[src/rtl/eegbp_pkg.sv]
// Shared types and constants for the EEG band power binner.
// Used by the controller, the datapath, the top level and the checker.
`timescale 1ns / 1ps

package eegbp_pkg;

   // Sizing
   localparam int CHANNELS   = 14;
   localparam int BANDS      = 5;
   localparam int ALPHA_BAND = 2;

   localparam int CH_W       = 4;
   localparam int CH_IDX_W   = (CHANNELS > 1) ? $clog2(CHANNELS) : 1;
   localparam int BAND_IDX_W = (BANDS > 1) ? $clog2(BANDS) : 1;
   localparam int FREQ_W     = 12;
   localparam int POWER_W    = 24;
   localparam int SUM_W      = 32;
   localparam int GAIN_W     = 16;
   localparam int PROD_W     = SUM_W + GAIN_W;
   localparam int LEVEL_W    = 8;
   localparam int CSR_IDX_W  = 3;
   localparam int CSR_DATA_W = 16;

   localparam logic [LEVEL_W-1:0] LEVEL_MAX = {LEVEL_W{1'b1}};
   localparam logic [SUM_W-1:0]   SUM_MAX   = {SUM_W{1'b1}};

   // Register map
   localparam logic [CSR_IDX_W-1:0] CSR_DELTA_TOP  = 3'd0;
   localparam logic [CSR_IDX_W-1:0] CSR_THETA_TOP  = 3'd1;
   localparam logic [CSR_IDX_W-1:0] CSR_ALPHA_TOP  = 3'd2;
   localparam logic [CSR_IDX_W-1:0] CSR_BETA_TOP   = 3'd3;
   localparam logic [CSR_IDX_W-1:0] CSR_GAMMA_TOP  = 3'd4;
   localparam logic [CSR_IDX_W-1:0] CSR_LEVEL_GAIN = 3'd5;

   // Reset values of the band upper bounds, delta first (1/16 Hz)
   localparam logic [FREQ_W-1:0] TOP_RESET [5] = '{12'd72, 12'd120, 12'd200, 12'd488, 12'd1600};
   localparam logic [GAIN_W-1:0] GAIN_RESET = 16'd6528;

   // Controller states
   typedef enum logic [5:0] {
      ST_IDLE   = 6'b000001,
      ST_LOOKUP = 6'b000010,
      ST_ACCUM  = 6'b000100,
      ST_EREAD  = 6'b001000,
      ST_EMUL   = 6'b010000,
      ST_EOUT   = 6'b100000
   } eegbp_state_type;

   // Controller to datapath commands
   typedef struct packed {
      logic            load;
      logic            lookup;
      logic            accum;
      logic            emit_rd;
      logic            emit_mul;
      logic [CH_W-1:0] emit_ch;
   } eegbp_cmd_type;

   // Datapath to controller status
   typedef struct packed {
      logic item_last;
   } eegbp_status_type;

endpackage

[src/rtl/eegbp_ctrl.sv]
// Sequencer of the EEG band power binner: item steps and the result burst.
// Depends on eegbp_pkg.
`timescale 1ns / 1ps

module eegbp_ctrl
   import eegbp_pkg::*;
(
   input  logic             clock,
   input  logic             reset,
   input  logic             start,
   input  eegbp_status_type status,
   output eegbp_cmd_type    cmd,
   output logic             busy,
   output logic             rsp_strobe,
   output logic             rsp_final_channel,
   output logic [CH_W-1:0]  rsp_channel
);

   localparam logic [CH_W-1:0] LAST_CH = CH_W'(CHANNELS - 1);

   eegbp_state_type state_ff, state_in;
   logic [CH_W-1:0] idx_ff, idx_in;

   // Next state and emission counter
   always_comb begin
      state_in = state_ff;
      idx_in   = idx_ff;
      case (state_ff)
         ST_IDLE: begin
            if (start) begin
               state_in = ST_LOOKUP;
            end
         end
         ST_LOOKUP: begin
            state_in = ST_ACCUM;
         end
         ST_ACCUM: begin
            state_in = status.item_last ? ST_EREAD : ST_IDLE;
         end
         ST_EREAD: begin
            state_in = ST_EMUL;
         end
         ST_EMUL: begin
            state_in = ST_EOUT;
         end
         ST_EOUT: begin
            if (idx_ff == LAST_CH) begin
               state_in = ST_IDLE;
               idx_in   = '0;
            end else begin
               state_in = ST_EREAD;
               idx_in   = idx_ff + 1'b1;
            end
         end
         default: begin
            state_in = ST_IDLE;
            idx_in   = '0;
         end
      endcase
   end

   always_ff @(posedge clock) begin
      if (reset) begin
         state_ff <= ST_IDLE;
         idx_ff   <= '0;
      end else begin
         state_ff <= state_in;
         idx_ff   <= idx_in;
      end
   end

   // Commands to the datapath
   always_comb begin
      cmd.load     = (state_ff == ST_IDLE) && start;
      cmd.lookup   = (state_ff == ST_LOOKUP);
      cmd.accum    = (state_ff == ST_ACCUM);
      cmd.emit_rd  = (state_ff == ST_EREAD);
      cmd.emit_mul = (state_ff == ST_EMUL);
      cmd.emit_ch  = idx_ff;
   end

   assign busy              = (state_ff != ST_IDLE);
   assign rsp_strobe        = (state_ff == ST_EOUT);
   assign rsp_final_channel = (state_ff == ST_EOUT) && (idx_ff == LAST_CH);
   assign rsp_channel       = idx_ff;

endmodule

[src/rtl/eegbp_datapath.sv]
// Datapath of the EEG band power binner: registers, band lookup, accumulator
// memories with valid bits, saturating add and the colour level product.
// Depends on eegbp_pkg.
`timescale 1ns / 1ps

module eegbp_datapath
   import eegbp_pkg::*;
(
   input  logic                  clock,
   input  logic                  reset,
   input  eegbp_cmd_type         cmd,
   output eegbp_status_type      status,
   input  logic                  csr_we,
   input  logic [CSR_IDX_W-1:0]  csr_index,
   input  logic [CSR_DATA_W-1:0] csr_wdata,
   input  logic [FREQ_W-1:0]     req_bin_freq,
   input  logic [CH_W-1:0]       req_electrode,
   input  logic [POWER_W-1:0]    req_bin_power,
   input  logic                  req_spectrum_end,
   output logic [SUM_W-1:0]      rsp_delta_sum,
   output logic [SUM_W-1:0]      rsp_theta_sum,
   output logic [SUM_W-1:0]      rsp_alpha_sum,
   output logic [SUM_W-1:0]      rsp_beta_sum,
   output logic [SUM_W-1:0]      rsp_gamma_sum,
   output logic [LEVEL_W-1:0]    rsp_red_level,
   output logic [LEVEL_W-1:0]    rsp_green_level
);

   // Configuration registers
   logic [FREQ_W-1:0] top_ff [BANDS];
   logic [GAIN_W-1:0] gain_ff;

   always_ff @(posedge clock) begin
      if (reset) begin
         for (int b = 0; b < BANDS; b++) begin
            top_ff[b] <= TOP_RESET[b];
         end
         gain_ff <= GAIN_RESET;
      end else if (csr_we) begin
         for (int b = 0; b < BANDS; b++) begin
            if (csr_index == CSR_DELTA_TOP + CSR_IDX_W'(b)) begin
               top_ff[b] <= csr_wdata[FREQ_W-1:0];
            end
         end
         if (csr_index == CSR_LEVEL_GAIN) begin
            gain_ff <= csr_wdata[GAIN_W-1:0];
         end
      end
   end

   // Hold the accepted beat
   logic [FREQ_W-1:0]  freq_ff;
   logic [CH_W-1:0]    elec_ff;
   logic [POWER_W-1:0] power_ff;
   logic               last_ff;

   always_ff @(posedge clock) begin
      if (cmd.load) begin
         freq_ff  <= req_bin_freq;
         elec_ff  <= req_electrode;
         power_ff <= req_bin_power;
         last_ff  <= req_spectrum_end;
      end
   end

   assign status.item_last = last_ff;

   // Band lookup: first band in order whose bound is met
   logic [BAND_IDX_W-1:0] band_sel;
   logic                  band_hit;
   logic                  elec_ok;

   always_comb begin
      band_sel = '0;
      band_hit = 1'b0;
      for (int b = BANDS - 1; b >= 0; b--) begin
         if (freq_ff <= top_ff[b]) begin
            band_sel = BAND_IDX_W'(b);
            band_hit = 1'b1;
         end
      end
      elec_ok = ({1'b0, elec_ff} < (CH_W + 1)'(CHANNELS));
   end

   // Accumulator memories, one per band, and their valid bits
   logic [SUM_W-1:0]      mem [BANDS][CHANNELS];
   logic [CHANNELS-1:0]   valid_ff [BANDS];
   logic [SUM_W-1:0]      rd_ff [BANDS];
   logic [BANDS-1:0]      rdv_ff;
   logic [BAND_IDX_W-1:0] band_ff;
   logic                  hit_ff;
   logic [CH_IDX_W-1:0]   rd_addr;
   logic [CH_IDX_W-1:0]   wr_addr;

   assign rd_addr = cmd.emit_rd ? cmd.emit_ch[CH_IDX_W-1:0] : elec_ff[CH_IDX_W-1:0];
   assign wr_addr = elec_ff[CH_IDX_W-1:0];

   // Read all bands at one address; register the lookup result
   always_ff @(posedge clock) begin
      if (cmd.lookup || cmd.emit_rd) begin
         for (int b = 0; b < BANDS; b++) begin
            rd_ff[b]  <= mem[b][rd_addr];
            rdv_ff[b] <= valid_ff[b][rd_addr];
         end
      end
      if (cmd.lookup) begin
         band_ff <= band_sel;
         hit_ff  <= band_hit && elec_ok;
      end
   end

   // Saturating add of the bin power
   logic [SUM_W-1:0] acc_old;
   logic [SUM_W:0]   acc_wide;
   logic [SUM_W-1:0] acc_new;

   always_comb begin
      acc_old  = rdv_ff[band_ff] ? rd_ff[band_ff] : '0;
      acc_wide = {1'b0, acc_old} + (SUM_W + 1)'(power_ff);
      acc_new  = acc_wide[SUM_W] ? SUM_MAX : acc_wide[SUM_W-1:0];
   end

   always_ff @(posedge clock) begin
      if (cmd.accum && hit_ff) begin
         mem[band_ff][wr_addr] <= acc_new;
      end
   end

   // Set valid on write, drop a channel's row as it is read out
   always_ff @(posedge clock) begin
      if (reset) begin
         for (int b = 0; b < BANDS; b++) begin
            valid_ff[b] <= '0;
         end
      end else begin
         for (int b = 0; b < BANDS; b++) begin
            if (cmd.emit_rd) begin
               valid_ff[b][rd_addr] <= 1'b0;
            end else if (cmd.accum && hit_ff && (band_ff == BAND_IDX_W'(b))) begin
               valid_ff[b][wr_addr] <= 1'b1;
            end
         end
      end
   end

   // Capture band sums of the channel being emitted
   logic [SUM_W-1:0] sum_ff [BANDS];

   always_ff @(posedge clock) begin
      if (cmd.emit_mul) begin
         for (int b = 0; b < BANDS; b++) begin
            sum_ff[b] <= rdv_ff[b] ? rd_ff[b] : '0;
         end
      end
   end

   // Map band sums to the result fields; missing bands report zero
   logic [SUM_W-1:0] out_sum [5];

   for (genvar k = 0; k < 5; k++) begin : g_out_sum
      if (k < BANDS) begin : g_present
         assign out_sum[k] = sum_ff[k];
      end else begin : g_absent
         assign out_sum[k] = '0;
      end
   end

   assign rsp_delta_sum = out_sum[0];
   assign rsp_theta_sum = out_sum[1];
   assign rsp_alpha_sum = out_sum[2];
   assign rsp_beta_sum  = out_sum[3];
   assign rsp_gamma_sum = out_sum[4];

   // Colour level from the alpha sum
   logic [LEVEL_W-1:0] red;

   if (BANDS > ALPHA_BAND) begin : g_level
      logic [PROD_W-1:0] prod_ff;
      logic [SUM_W-1:0]  alpha_now;

      assign alpha_now = rdv_ff[ALPHA_BAND] ? rd_ff[ALPHA_BAND] : '0;

      always_ff @(posedge clock) begin
         if (cmd.emit_mul) begin
            prod_ff <= PROD_W'(alpha_now) * PROD_W'(gain_ff);
         end
      end

      // Clamp the product's integer part
      assign red = (prod_ff[PROD_W-1:GAIN_W] > SUM_W'(LEVEL_MAX))
                   ? LEVEL_MAX : prod_ff[GAIN_W+LEVEL_W-1:GAIN_W];
   end else begin : g_no_level
      assign red = '0;
   end

   assign rsp_red_level   = red;
   assign rsp_green_level = LEVEL_MAX - red;

endmodule

[src/rtl/eeg_band_power_binner_top.sv]
// Top level of the EEG band power binner: sequencer plus datapath.
// Depends on eegbp_pkg, eegbp_ctrl and eegbp_datapath.
// Each accepted bin goes through lookup and memory read, then saturating add
// and write back, which ends its accumulator update.
// A bin marked as last is followed by 14 results, each made by row read,
// alpha gain multiply and present; a new bin is taken only while idle.
// Reset restores configuration defaults and clears all accumulator valid bits.
`timescale 1ns / 1ps

module eeg_band_power_binner_top
   import eegbp_pkg::*;
(
   input  logic                  clock,
   input  logic                  reset,
   input  logic                  start,
   output logic                  busy,
   input  logic [FREQ_W-1:0]     req_bin_freq,
   input  logic [CH_W-1:0]       req_electrode,
   input  logic [POWER_W-1:0]    req_bin_power,
   input  logic                  req_spectrum_end,
   output logic                  rsp_strobe,
   output logic [CH_W-1:0]       rsp_channel,
   output logic [SUM_W-1:0]      rsp_delta_sum,
   output logic [SUM_W-1:0]      rsp_theta_sum,
   output logic [SUM_W-1:0]      rsp_alpha_sum,
   output logic [SUM_W-1:0]      rsp_beta_sum,
   output logic [SUM_W-1:0]      rsp_gamma_sum,
   output logic [LEVEL_W-1:0]    rsp_red_level,
   output logic [LEVEL_W-1:0]    rsp_green_level,
   output logic                  rsp_final_channel,
   input  logic                  csr_we,
   input  logic [CSR_IDX_W-1:0]  csr_index,
   input  logic [CSR_DATA_W-1:0] csr_wdata
);

   eegbp_cmd_type    cmd;
   eegbp_status_type status;

   // Sequencer
   eegbp_ctrl u_ctrl (
      .clock             (clock),
      .reset             (reset),
      .start             (start),
      .status            (status),
      .cmd               (cmd),
      .busy              (busy),
      .rsp_strobe        (rsp_strobe),
      .rsp_final_channel (rsp_final_channel),
      .rsp_channel       (rsp_channel)
   );

   // Datapath
   eegbp_datapath u_datapath (
      .clock            (clock),
      .reset            (reset),
      .cmd              (cmd),
      .status           (status),
      .csr_we           (csr_we),
      .csr_index        (csr_index),
      .csr_wdata        (csr_wdata),
      .req_bin_freq     (req_bin_freq),
      .req_electrode    (req_electrode),
      .req_bin_power    (req_bin_power),
      .req_spectrum_end (req_spectrum_end),
      .rsp_delta_sum    (rsp_delta_sum),
      .rsp_theta_sum    (rsp_theta_sum),
      .rsp_alpha_sum    (rsp_alpha_sum),
      .rsp_beta_sum     (rsp_beta_sum),
      .rsp_gamma_sum    (rsp_gamma_sum),
      .rsp_red_level    (rsp_red_level),
      .rsp_green_level  (rsp_green_level)
   );

endmodule

[config.mk]
export PLATFORM = sky130hd
export DESIGN_NAME = eeg_band_power_binner_top
export DESIGN_NICKNAME = d
export VERILOG_FILES = /design/src/rtl/eegbp_pkg.sv /design/src/rtl/eegbp_ctrl.sv /design/src/rtl/eegbp_datapath.sv /design/src/rtl/eeg_band_power_binner_top.sv
export SDC_FILE = /design/constraint.sdc
export NUM_CORES = 2
export LEC_CHECK = 0
export CAP_MARGIN = 20
export CORE_MARGIN = 4
export CORE_UTILIZATION = 45
export DETAILED_ROUTE_END_ITERATION = 6
export DONT_BUFFER_PORTS = 1
export SLEW_MARGIN = 40
export SYNTH_ARGS = -nofsm -noshare
export SYNTH_HDL_FRONTEND = slang
export SYNTH_HIERARCHICAL = 1
export SYNTH_SLANG_ARGS = --single-unit
[constraint.sdc]
create_clock -name clock -period 14.5 [get_ports clock]
set_input_delay 2.9 -clock clock [delete_from_list [all_inputs] [get_ports clock]]
set_output_delay 2.9 -clock clock [all_outputs]
set_load 0.01 [all_outputs]
== Yosys cells after proc, flatten, opt, wreduce, memory -nomap -nowiden ==
Memories as Yosys holds them, arrays and structs flattened.
Index checks and enable logic that the tools add are counted.

* Add/sub/neg operators: 3
* $mul: 1
* Magnitude comparators: 15
* Eq/ne operators: 18
* Muxes and demuxes: 253
* Bitwise operators: 147
* Reduce and logical (&&, ||, !) cells: 19

{| class="wikitable"
|+ Operators by type and width
! operator !! count
|-
| binary-select mux 32 bit (select 4 bit) || 5
|-
| 2-to-1 mux 32 bit || 18
|-
| 2-to-1 mux 448 bit || 1
|-
| 2-to-1 mux 1 bit || 198
|-
| bitwise OR 1 bit || 145
|-
| demux 32 bit (select 4 bit) || 1
|-
| 2-to-1 mux 14 bit || 6
|-
| less-or-equal comparator 12 bit || 5
|-
| 2-to-1 mux 12 bit || 5
|-
| multiplier 32 x 16 -> 48 bit || 1
|-
| case mux 6 bit (6 select lines) || 1
|-
| adder 32 x 24 -> 33 bit || 1
|-
| greater-than comparator 32 x 8 -> 1 bit (second input constant) || 1
|-
| binary-select mux 1 bit (select 4 bit) || 5
|-
| 2-to-1 mux 4 bit || 4
|-
| == test 3 x 2 -> 1 bit (second input constant) || 4
|-
| logical AND 1 bit || 12
|-
| greater-or-equal comparator 5 bit (second input constant) || 2
|-
| < comparator 4 x 5 -> 1 bit (second input constant) || 2
|-
| NOT 4 -> 5 bit || 2
|-
| == test 3 bit (second input constant) || 3
|-
| demux 1 bit (select 4 bit) || 2
|-
| greater-or-equal comparator 4 x 1 -> 1 bit (second input constant) || 2
|-
| 2-to-1 mux 8 bit || 1
|-
| 26 further kinds || 29
|}

* Register bits: 124
* RAM bits: 2690
* Input port bits: 64
* Output and inout port bits: 183
* Logic and storage cells: 474
* Memories kept: 5

{| class="wikitable"
|+ Memories
! name !! depth !! width !! read ports !! clocked after Yosys merged registers in !! write ports !! line !! source
|-
| u_datapath.mem || 5 || 448 || 5 || 0 || 1 || eegbp_datapath.sv:86 || <nowiki>logic [SUM_W-1:0] mem [BANDS][CHANNELS];</nowiki>
|-
| u_datapath.rd_ff || 5 || 32 || 6 || 0 || 5 || eegbp_datapath.sv:88 || <nowiki>logic [SUM_W-1:0] rd_ff [BANDS];</nowiki>
|-
| u_datapath.sum_ff || 5 || 32 || 5 || 0 || 5 || eegbp_datapath.sv:147 || <nowiki>logic [SUM_W-1:0] sum_ff [BANDS];</nowiki>
|-
| u_datapath.valid_ff || 5 || 14 || 5 || 0 || 5 || eegbp_datapath.sv:87 || <nowiki>logic [CHANNELS-1:0] valid_ff [BANDS];</nowiki>
|-
| u_datapath.top_ff || 5 || 12 || 5 || 0 || 5 || eegbp_datapath.sv:30 || <nowiki>logic [FREQ_W-1:0] top_ff [BANDS];</nowiki>
|}

== Depth between registers and ports, before layout ==
* Depth in word-level cells: 9
* Depth in mapped cells: 27
* Depth with buffers taken out: 24

== Modules after synthesis ==
The synthesis kept the hierarchy.

{| class="wikitable"
|+ By module, submodules not included
! module !! times used !! cells an instance !! area an instance (µm²) !! sequential area each (µm²)
|-
| eegbp_datapath || 1 || 9325 || 125586.7 || 83420.0
|-
| eegbp_ctrl || 1 || 67 || 560.5 || 200.2
|}

== Least setup slack after synthesis ==
OpenSTA, ideal clock, no wires.

* Path type: register to register
* From: register u_datapath.band_ff[0]
* To: memory u_datapath/mem[0][122] in the netlist's numbering, data pin
* Library setup time: 767 ps
* Arrival time: 6261 ps
* Data required time: 13733 ps
* Path slack: 7471 ps
* Cell stages (with the launch flop): 16
* Path buffers: 1
* Period minus slack after synthesis: 7029 ps
* Cells stage by stage: edfxtp_1 > mux4_2 > and2_1 > a21oi_1 > clkbuf_1 > a21oi_1 > ha_1 > a21o_1 > a21o_1 > a21oi_1 > nor2_1 > a211oi_2 > a21o_1 > a21o_1 > nand2_1 > o31ai_1

* Longest elaborated chain between the ends: 5
* Elaborated cells between the ends (all ways): 6
* Those cells by class: add/sub: 1; mux: 4; memory: 1

{| class="wikitable"
|+ Ends and longest elaborated chain
! item !! line !! source
|-
| start: declaration || eegbp_datapath.sv:90 || <nowiki>logic [BAND_IDX_W-1:0] band_ff;</nowiki>
|-
| start signal: assignment || eegbp_datapath.sv:107 || <nowiki>band_ff <= band_sel;</nowiki>
|-
| binary-select mux 1 bit (select 3 bit) || eegbp_datapath.sv:118 || <nowiki>acc_old = rdv_ff[band_ff] ? rd_ff[band_ff] : '0;</nowiki>
|-
| 2-to-1 mux 1 bit (implied by the code) || eegbp_datapath.sv:118 ||
|-
| 2-to-1 mux 32 bit (*) || eegbp_datapath.sv:118 ||
|-
| adder 32 x 24 -> 33 bit (*) || eegbp_datapath.sv:119 || <nowiki>acc_wide = {1'b0, acc_old} + (SUM_W + 1)'(power_ff);</nowiki>
|-
| 2-to-1 mux 32 bit (*) || eegbp_datapath.sv:120 || <nowiki>acc_new = acc_wide[SUM_W] ? SUM_MAX : acc_wide[SUM_W-1:0];</nowiki>
|-
| net u_datapath.acc_new[26] || eegbp_datapath.sv:115 || <nowiki>logic [SUM_W-1:0] acc_new;</nowiki>
|-
| end: declaration || eegbp_datapath.sv:86 ||
|}

The timed path passes the listed nets; every way through them passes the cells marked *. The select of a mux whose other input is x is not followed.

== Worst setup path after layout ==
* From: register u_datapath.rdv_ff[2]
* To: register u_datapath.g_level.prod_ff[46], data pin

* Longest elaborated chain between the ends: 2

{| class="wikitable"
|+ Ends and longest elaborated chain
! item !! line !! source
|-
| start: declaration || eegbp_datapath.sv:89 || <nowiki>logic [BANDS-1:0] rdv_ff;</nowiki>
|-
| start signal: indexed assignment || eegbp_datapath.sv:103 || <nowiki>rdv_ff[b] <= valid_ff[b][rd_addr];</nowiki>
|-
| 2-to-1 mux 32 bit || eegbp_datapath.sv:181 || <nowiki>assign alpha_now = rdv_ff[ALPHA_BAND] ? rd_ff[ALPHA_BAND] : '0;</nowiki>
|-
| multiplier 32 x 16 -> 48 bit || eegbp_datapath.sv:185 || <nowiki>prod_ff <= PROD_W'(alpha_now) * PROD_W'(gain_ff);</nowiki>
|-
| end signal: assignment || eegbp_datapath.sv:185 ||
|-
| end: declaration || eegbp_datapath.sv:178 || <nowiki>logic [PROD_W-1:0] prod_ff;</nowiki>
|}

Every way passes these cells.
A chain may end at the register's enable or synchronous reset.

==> out/results.tsv <==
stage	metric	value	unit
sta	drv_slew	0	
synthesis	post_syn_instances	9392	
setup_path	type_of_the_worst_setup_path	flip-flop to flip-flop	
final_layout	final_net_count	10000	
floorplanning	core-area	279000	sq um
setup_path	rrSetupSlack	6.12	ns
setup_path	r2r-start	u_datapath/rdv_ff[2]	
grt	globalRouteTotalUtil	26.5	%
drt	drt_wl_total	387000	um
floorplanning	fp.dieH	537	um
final_layout	multi_input_area	39100	sq um
sta	slew_headroom	36.9	%
final_layout	post_route_cells_drive_above_1_share	10.4	%
drt	drc_violations	0	
placement	place.detailed.hpwl	234000	um
clocking	tritoncts	done	
worst_hold_path	min_delay_worst_endpoint	u_datapath/valid_ff[4][2]	
grt	gr-total-overflow	0	
synthesis	postSynthAreaPerCell	13.4	sq um
clocking	cts_inserted_buffers	299	
worst_hold_path	worst_hold_path_type	flip-flop to flip-flop	
clocking	clock-sinks	2798	
sta	finalCritPeriodShare	57.8	%
synthesis	top_flip_flop_cell_by_instance_count_after_synthesis	edfxtp_1	
pwr	peakVddDrop	0.0848	mV
grt	grt_antenna_before_repair	39	
pwr	net-switching-power	4.65	mW
pwr	power.density_cell_area	133	nW/um^2
clocking	cts_hold_buf	0	
sta	period_needed	8.38	ns
grt	first_pass_grt_wire_length	554000	um
pwr	seqPwrFrac	49.5	%
synthesis	synth-async-reset-ratio	0	%
clocking	clock_latency	0.89	ns
worst_hold_path	hold_path_startpoint	u_datapath/valid_ff[4][2]	
pwr	combinational_fraction_of_design_power	10.7	%
placement	dp.cells	12800	
worst_hold_path	hold-path-cell-count	2	
synthesis	syn-cell-area	126000	sq um
synthesis	ys.warnings.count	6	
synthesis	ys_seq_elements	2798	
synthesis	synth.net_count	10100	
final_layout	final_util	50.5	%
sta	report.final.hold_viol_count	0	
floorplanning	die_x	537	um
clocking	cts.clk_slew.worst_paths	0.06	ns
floorplanning	initial_utilization	45.2	%
drt	vias_per_cell	5.94	
sta	holdWs	0.462	ns
setup_path	cp.required	15.12	ns
final_layout	syn_to_final_growth	11.8	%
sta	achievable-frequency	119	MHz
pwr	switching_share	24.8	%
setup_path	cp-end-kind	flip-flop	
setup_path	r2r_end	u_datapath/g_level.prod_ff[46]	
synthesis	synth_edf_count	2758	
pwr	p_leak	50.3	nW
setup_path	critical_path.startpoint_type	flip-flop	
pwr	internal-power	14.1	mW
drt	drt_iter0_drcs	9591	
clocking	htree_levels	5	
sta	finalSetupTns	0	ns
clocking	post_cts_repair_setup_buffers	0	
clocking	cts_buffer_depth	4	
clocking	post_cts.resized_instances	0	
synthesis	sequential_element_share_of_the_synthesized_area	66.3	%
grt	maximum_number_of_pins_on_one_net_before_global_route_repair	239	
drt	avgRoutedWirePerCell	29.0	um
drt	ant_nets	0	
placement	count_of_input_and_output_buffers	0	
setup_path	ff2ff_path_depth	24	
sta	worst_pin_slew	0.947	ns
drt	tritonroute_pass_1_iters	6	
setup_path	worst-path-max-fanout	238	
clocking	cts.root.buffer_cell	clkbuf_16	
run	drv_cap	0	
floorplanning	die-area	289000	sq um
floorplanning	core.rowCount	194	
drt	vias	79200	
pwr	pwr-share-clk	39.8	%
sta	final_setup_violation_count	0	
synthesis	netlist-cell-type-count	85	
sta	rsz0062_at_grt	false	
sta	skew_final	0.0921	ns
outcome	outcome	finished, final reports clean	
final_layout	layout.cells.non_filler	13300	
floorplanning	io_pins	247	
final_layout	fillers	23400	
placement	gp_routability_congestion	0.918	
grt	grt_pass1_vias	77300	
final_layout	flip_flop_and_latch_area	83600	sq um
setup_path	arrival_time_of_the_worst_setup_path	9.00	ns
cells in the mapped netlist, drive strengths merged (7+ instances only):
master	n	area (sq um)
and2	179	1120
mux2i	7	70.1
inv	530	1990
or3	20	125
clkbuf	532	2000
nand2	2144	8050
a21oi	454	2280
a211oi	9	77.6
ha	201	2510
nand3b	7	52.6
nor3	22	120
nand3	356	1780
buf	57	272
nand4	26	163
mux4	198	4460
a311oi	166	1450
nor2b	19	119
o21a	16	121
xnor2	32	280
a31oi	173	1080
o21bai	13	101
edfxtp	2758	82800
dfxtp	40	801
nor4	9	75.1
o31ai	11	101
and3	376	2350
xor2	16	140
o211ai	8	60.1
nor2	173	649
fa	418	8370
o21ai	279	1400
a21o	49	368
nand2b	19	119
routing by layer:
metal / track usage, % / vias up / part of all wire, %
met5: 0 / - / 0.060
met4: 11.2 / 16 / 4.8
met3: 5.94 / 729 / 10
met2: 41.6 / 3987 / 46
met1: 35.8 / 40800 / 39
li1: - / 33700 / -
critical path: stages (launching register included):
cell and delay [ns]:
edfxtp_1 0.42, buf_12 0.39, and2_1 0.82, nand2_1 0.19
fa_1 0.58, inv_1 0.06, fa_1 0.53, inv_1 0.05
fa_1 0.50, inv_1 0.05, fa_1 0.49, fa_1 0.50
inv_1 0.05, fa_1 0.49, inv_1 0.04, ha_1 0.41
nand4_1 0.23, nor4_2 0.40, or3b_1 0.37, o221ai_1 0.34
a211oi_1 0.24, a21oi_2 0.24, a21o_1 0.18, a21oi_1 0.09
xnor2_1 0.13
cell families after synthesis:
family	Yosys count	share of synthesized area, %
adder cells (fa/ha/maj)	619	8.63
AO/OA/AOI/OAI	1226	5.94
AND/OR/NAND/NOR	3373	11.8
flip-flops	2798	66.3
buffers and inverters	1121	3.38
XOR/XNOR	48	0.333
multiplexers	207	3.61
sequential cells by signal, summed over array words and instances (netlist names), 4 cells and up:
signal,cells
u_ctrl/rsp_channel,4
u_ctrl/state_ff,6
u_datapath/elec_ff,4
u_datapath/freq_ff,12
u_datapath/g_level.prod_ff,32
u_datapath/gain_ff,16
u_datapath/mem,2240
u_datapath/power_ff,24
u_datapath/rd_ff,160
u_datapath/rdv_ff,5
u_datapath/sum_ff,160
u_datapath/top_ff,60
u_datapath/valid_ff,70
power by group through the flow:
stage,combinational (mW),clock (mW),sequential (mW)
final,2.00,7.47,9.29
after global routing,2.18,7.93,9.28
after CTS,1.98,7.59,9.28
after detailed placement,1.97,0,9.45
after global placement,1.92,0,9.45
after floorplan,1.23,0,9.43
how the worst max path moves through the flow:
stage	from	endpoint	slack, ns
after CTS	u_datapath/rdv_ff[2]	u_datapath/g_level.prod_ff[46]	6.25
after global routing	u_datapath/rdv_ff[2]	u_datapath/g_level.prod_ff[46]	5.85
after global placement	u_datapath/rdv_ff[2]	u_datapath/g_level.prod_ff[46]	6.29
after floorplan	u_datapath/band_ff[0]	u_datapath/mem[0][122]	7.47
final	u_datapath/rdv_ff[2]	u_datapath/g_level.prod_ff[46]	6.12
after detailed placement	u_datapath/rdv_ff[2]	u_datapath/g_level.prod_ff[46]	6.27
cell usage in the layout, fill, tap and decap left out, drive strengths merged, types with 7 or more instances in the layout:
cell type  count
and3         376
xnor2         32
edfxtp      2758
bufinv        25
fa           418
nand3        356
nand2       2144
ha           201
clkinv       116
a21oi        454
a311oi       166
clkbuf       368
mux4         198
nor4           9
xor2          16
nor3          22
o31ai         11
o211ai         8
dfxtp         40
o21a          16
a211oi         9
nand3b         7
and2         179
a21o          49
o21ai        279
a31oi        173
buf          238
mux2i          7
o21bai        13
nand4         26
nand2b        19
nor2         173
inv          541
nor2b         19
diode         45
or3           20
cell type report:
| cell class | count | share of cell area [%] |
|---|---|---|
| diodes | 45 | 0.0798 |
| clock buffers | 368 | 5.60 |
| clock inverters | 156 | 1.08 |
| inverters | 532 | 1.42 |
| multi-input cells | 5473 | 27.7 |
| flip-flops and latches | 2798 | 59.3 |
| well taps | 3724 | 3.30 |
| repair buffers | 238 | 1.52 |
through the flow:
step                      instance area (sq um)  power (mW)  setup WS (ns)
after floorplan                          126000        10.7           7.47
after global placement                   131000        11.4           6.29
after detailed placement                 131000        11.4           6.27
after CTS                                141000        18.9           6.25
after global routing                     141000        19.4           5.85
final                                    141000        18.8           6.12
No activity file was read; power rests on OpenSTA's default activity.
